--- src/rtl/rmt_pkg.sv ---
`default_nettype none
package rmt_pkg;

  localparam int MAX_ROOMS    = 16;
  localparam int MEMBER_SLOTS = 50;
  localparam int NAME_BYTES   = 20;

  localparam int IDX_W    = (MAX_ROOMS > 1) ? $clog2(MAX_ROOMS) : 1;
  localparam int AGE_W    = IDX_W;
  localparam int COUNT_W  = 5;
  localparam int WAIT_W   = $clog2(MAX_ROOMS + 1);
  localparam int SCNT_W   = $clog2(MEMBER_SLOTS + 1);
  localparam int DEPTH    = MAX_ROOMS * MEMBER_SLOTS;
  localparam int ADDR_W   = (DEPTH > 1) ? $clog2(DEPTH) : 1;
  localparam int CLIENT_W = 10;

  function automatic logic [63:0] name_mask(int first, int count);
    int keep;
    logic [63:0] m;
    m = '0;
    if (NAME_BYTES > first) begin
      keep = NAME_BYTES - first;
      if (keep > count) keep = count;
      if (keep >= 8) m = '1;
      else m = (64'd1 << (8 * keep)) - 64'd1;
    end
    return m;
  endfunction

  localparam logic [63:0] NAME_MASK_LOW  = name_mask(0, 8);
  localparam logic [63:0] NAME_MASK_MID  = name_mask(8, 8);
  localparam logic [31:0] NAME_MASK_HIGH = 32'(name_mask(16, 4));

  typedef enum logic [2:0] {
    OP_CREATE = 3'd0,
    OP_DELETE = 3'd1,
    OP_JOIN   = 3'd2,
    OP_LEAVE  = 3'd3,
    OP_CLOSE  = 3'd4,
    OP_COUNT  = 3'd5
  } op_t;

  typedef enum logic [2:0] {
    ST_OK         = 3'd0,
    ST_FULL       = 3'd1,
    ST_NOT_FOUND  = 3'd2,
    ST_NOT_EMPTY  = 3'd3,
    ST_TABLE_FULL = 3'd4
  } status_t;

  typedef enum logic [2:0] {
    S_IDLE,
    S_SEARCH,
    S_DECIDE,
    S_FILL,
    S_SCAN,
    S_DONE
  } state_t;

  typedef struct packed {
    logic             match_found;
    logic [IDX_W-1:0] match_idx;
    logic [AGE_W-1:0] match_age;
    logic             free_found;
    logic [IDX_W-1:0] free_idx;
  } chain_t;

  typedef struct packed {
    logic             create;
    logic             remove;
    logic [IDX_W-1:0] idx;
    logic [AGE_W-1:0] del_age;
    logic [63:0]      name_low;
    logic [63:0]      name_mid;
    logic [31:0]      name_high;
  } cmd_t;

endpackage
`default_nettype wire

--- src/rtl/rmt_cell.sv ---
`default_nettype none
module rmt_cell (
  input  wire logic                clk,
  input  wire logic                rst,
  input  wire logic [rmt_pkg::IDX_W-1:0] cell_idx,
  input  wire rmt_pkg::cmd_t       cmd,
  input  wire rmt_pkg::chain_t     chain_in,
  output rmt_pkg::chain_t          chain_out
);

  logic                        valid;
  logic [63:0]                 name_low;
  logic [63:0]                 name_mid;
  logic [31:0]                 name_high;
  logic [rmt_pkg::AGE_W-1:0]   age;
  logic                        hit;
  rmt_pkg::chain_t             chain_next;

  always_comb begin
    hit = valid && (name_low == cmd.name_low) && (name_mid == cmd.name_mid)
          && (name_high == cmd.name_high);
    chain_next = chain_in;
    if (hit && (!chain_in.match_found || age < chain_in.match_age)) begin
      chain_next.match_found = 1'b1;
      chain_next.match_idx   = cell_idx;
      chain_next.match_age   = age;
    end
    if (!chain_in.free_found && !valid) begin
      chain_next.free_found = 1'b1;
      chain_next.free_idx   = cell_idx;
    end
  end

  always_ff @(posedge clk) begin
    chain_out <= chain_next;
    if (rst) begin
      valid <= 1'b0;
    end else if (cmd.create) begin
      if (cmd.idx == cell_idx) begin
        valid     <= 1'b1;
        name_low  <= cmd.name_low;
        name_mid  <= cmd.name_mid;
        name_high <= cmd.name_high;
        age       <= '0;
      end else if (valid) begin
        age <= age + 1'b1;
      end
    end else if (cmd.remove) begin
      if (cmd.idx == cell_idx) begin
        valid <= 1'b0;
      end else if (valid && age > cmd.del_age) begin
        age <= age - 1'b1;
      end
    end
  end

endmodule
`default_nettype wire

--- config.mk ---
export PLATFORM = sky130hd
export DESIGN_NAME = rmt_cell
export DESIGN_NICKNAME = d
export VERILOG_FILES = /design/src/rtl/rmt_pkg.sv /design/src/rtl/rmt_cell.sv
export SDC_FILE = /design/constraint.sdc
export NUM_CORES = 1
export LEC_CHECK = 0
export ABC_AREA = 1
export BUFFER_PORTS_ARGS = -buffer_cell sky130_fd_sc_hd__buf_2
export CAP_MARGIN = 20
export CORE_MARGIN = 2
export CORE_UTILIZATION = 35
export DETAILED_ROUTE_END_ITERATION = 10
export GPL_TIMING_DRIVEN = 0
export HOLD_SLACK_MARGIN = 0.06
export PLACE_DENSITY = 0.62
export SETUP_SLACK_MARGIN = 0.3
export SLEW_MARGIN = 20
export SYNTH_ARGS = -nofsm -noshare
export SYNTH_HDL_FRONTEND = slang
export SYNTH_SLANG_ARGS = --single-unit
--- constraint.sdc ---
create_clock -name clk -period 12.58 [get_ports clk]
set_input_delay 1.887 -clock clk [delete_from_list [all_inputs] [get_ports clk]]
set_output_delay 1.887 -clock clk [all_outputs]
set_load 0.005 [all_outputs]
==> run summary <==
Critical path launch point type -> input port
Final core utilization -> 0.448
Most common cell after layout, fill and taps aside -> nand2_1
FILL cells -> 2389
Synth Register Bits -> 179
Final critical-path required period -> 3.52 ns
Setup WS pre-CTS -> 8.55 ns
Post-CTS setup buffers -> 0
Max VDD drop -> 0.0837 mV
Via count -> 6445
RSZ-0062 raised after global routing -> false
Routed Antenna Nets -> 0
CP Capture Type -> register
# clock sinks -> 179
Fin cells -> 1513
Worst slew pin tran -> 0.475 ns
CTS buffer count -> 17
Die ar. -> 26000 um^2
Final setup margin -> 9.06 ns
Post_cts resized -> 0
Post-detail-place hpwl -> 15400 um
Synth cell types -> 31
Pre-antenna DRT Iters -> 4
Hold Buf Count CTS -> 0
Pwr dens -> 126 nW/um^2
Worst skew pair latency -> 0.42 ns
Clock slew seen by the registers of the worst setup and hold paths -> 0.07 ns
Period utilisation layout -> 0.279
Final Hold Viols -> 0
Worst hold path class -> reg -> reg
Leak -> 5.13 nW
IO Pins -> 204
First DRT Iteration DRCs -> 308
Routability congestion estimate -> 0.790
Clk buf depth -> 2
Largest fanout on the critical path -> 23
Kind of critical path -> in -> reg
Inst Count DP -> 1480
Die width -> 161 um
Initial antenna violation count -> 7
Gr ovfl total -> 0
Layout cells sized above 1 -> 0.228
Post-synthesis cell count -> 946
Status -> finished, final reports clean
Final setup fails -> 0
Worst Skew -> 0.0110 ns
Nets -> 1374
Data required, critical path -> 12.71 ns
Root buffer cell -> clkbuf_16
Max H-tree Level -> 4
Commonest non-fill, non-tap cells in the layout -> nand2_1 (300), buf_2 (203), inv_1 (183), edfxtp_1 (164), nor2_1 (116)
Area growth syn-to-layout -> 25.9%
CP Data Arrival Time -> 3.65 ns
Row cnt -> 57
Core Region -> 24300 um^2
Routed vias/inst -> 4.26
Sequential-to-total area share from yosys stat -> 0.604
DIE HEIGHT -> 161 um
Gr usage total -> 0.152
Slew Limit Headroom -> 0.683
Starting Density -> 0.356
Synth Warn # -> 0
Max cap viols -> 0
Largest net degree at the start of global routing -> 27
Post-DR wirelength/cell -> 12.9 um
Multi-input gate area -> 2730 um^2
Mapped Area -> 8650 um^2
CTS tree -> built
WL final -> 19500 um
Synth Area per Inst -> 9.15 um^2
Syn_nets -> 1145
FMAX -> 284 MHz
First-pass GRT wire length -> 30800 um
Sequential standard cell area -> 5230 um^2
Final slew viol count -> 0
DRC -> 0
Vias in the first global route -> 6323
Port Buf Inserts -> 203
flip-flops by register name, summed over array words and instances (netlist names):
signal	count
name_mid	64
age	4
name_low	64
name_high	32
chain_out	14
valid	1
cells in the mapped netlist (all sizes together):
| master | instances | area (um^2) |
|---|---|---|
| dfxtp | 15 | 300 |
| nand4 | 14 | 87.6 |
| o211ai | 2 | 15.0 |
| nand3 | 5 | 37.5 |
| nor4 | 1 | 6.26 |
| a21boi | 1 | 7.51 |
| or2 | 5 | 31.3 |
| nor3 | 3 | 15.0 |
| o31ai | 1 | 7.51 |
| a21oi | 4 | 20.0 |
| nand2 | 305 | 1160 |
| xor2 | 16 | 140 |
| a31o | 1 | 8.76 |
| mux2 | 4 | 45.0 |
| a31oi | 2 | 12.5 |
| nor2 | 124 | 502 |
| o21a | 1 | 7.51 |
| a21o | 1 | 8.76 |
| ha | 9 | 113 |
| o21ai | 51 | 255 |
| edfxtp | 164 | 4920 |
| xnor2 | 26 | 228 |
| o22ai | 2 | 12.5 |
| inv | 189 | 709 |
final timing paths:
check	startpoint	endpoint	slack [ns]	depth (start not counted)
worst max-delay path	cell_idx[1]	name_low[32]	9.06	10
worst min-delay path	age[0]	chain_out[5]	0.61	2
worst max register to register	name_mid[3]	chain_out[10]	10.61	13
worst min register to register	age[0]	chain_out[5]	0.61	2
per-stage QoR:
step	TNS (ns)	total power (W)	cell area, um^2	hold slack, ns
detailed placement	0	0.000789	10200	0.597
global route	0	0.00143	10900	0.637
global placement	-133.37	0.000786	10100	0.597
CTS	0	0.00139	10900	0.617
finish	0	0.00137	10900	0.614
floorplan	0	0.000732	8650	0.502
cell families after synthesis:
logic type               after synthesis  share of synthesized area
AO/OA/AOI/OAI                         66                     0.0411
XOR/XNOR                              42                     0.0425
adder cells (fa/ha/maj)                9                     0.0130
buffers and inverters                189                     0.0820
flip-flops                           179                      0.604
multiplexers                           4                    0.00521
AND/OR/NAND/NOR                      457                      0.212
critical path, cell delays in order:
cell and delay (ns):
buf_2 0.12, xor2_1 0.15, nor2_1 0.12, nand2_1 0.09, inv_1 0.12, nand2_1 0.12, nor2_4 0.39, buf_8 0.23
buf_12 0.20, buf_16 0.20
report_power, final:
group | leakage [nW] | total (W) | switching (W) | internal, W
clock | 0.318 | 0.000597 | 0.000241 | 0.000356
sequential | 1.60 | 0.000667 | 0.00000493 | 0.000662
combinational | 3.21 | 0.000107 | 0.0000575 | 0.0000495
total | 5.13 | 0.00137 | 0.000304 | 0.00107
layer usage:
metal	GRT usage	up-vias	routed length (um)
li1	-	3433	-
met5	0	-	55
met4	0.0284	8	110
met1	0.192	2823	8850
met3	0.0547	17	1490
met2	0.255	164	9000
cell type report:
type                    count  area share
flip-flops and latches    179       0.480
repair buffers            210       0.108
clock inverters            14      0.0204
clock buffers              17      0.0391
diodes                      2    0.000460
inverters                 189      0.0651
multi-input cells         578       0.250
well taps                 324      0.0372
Note: power is estimated with default switching activity, not from simulation.
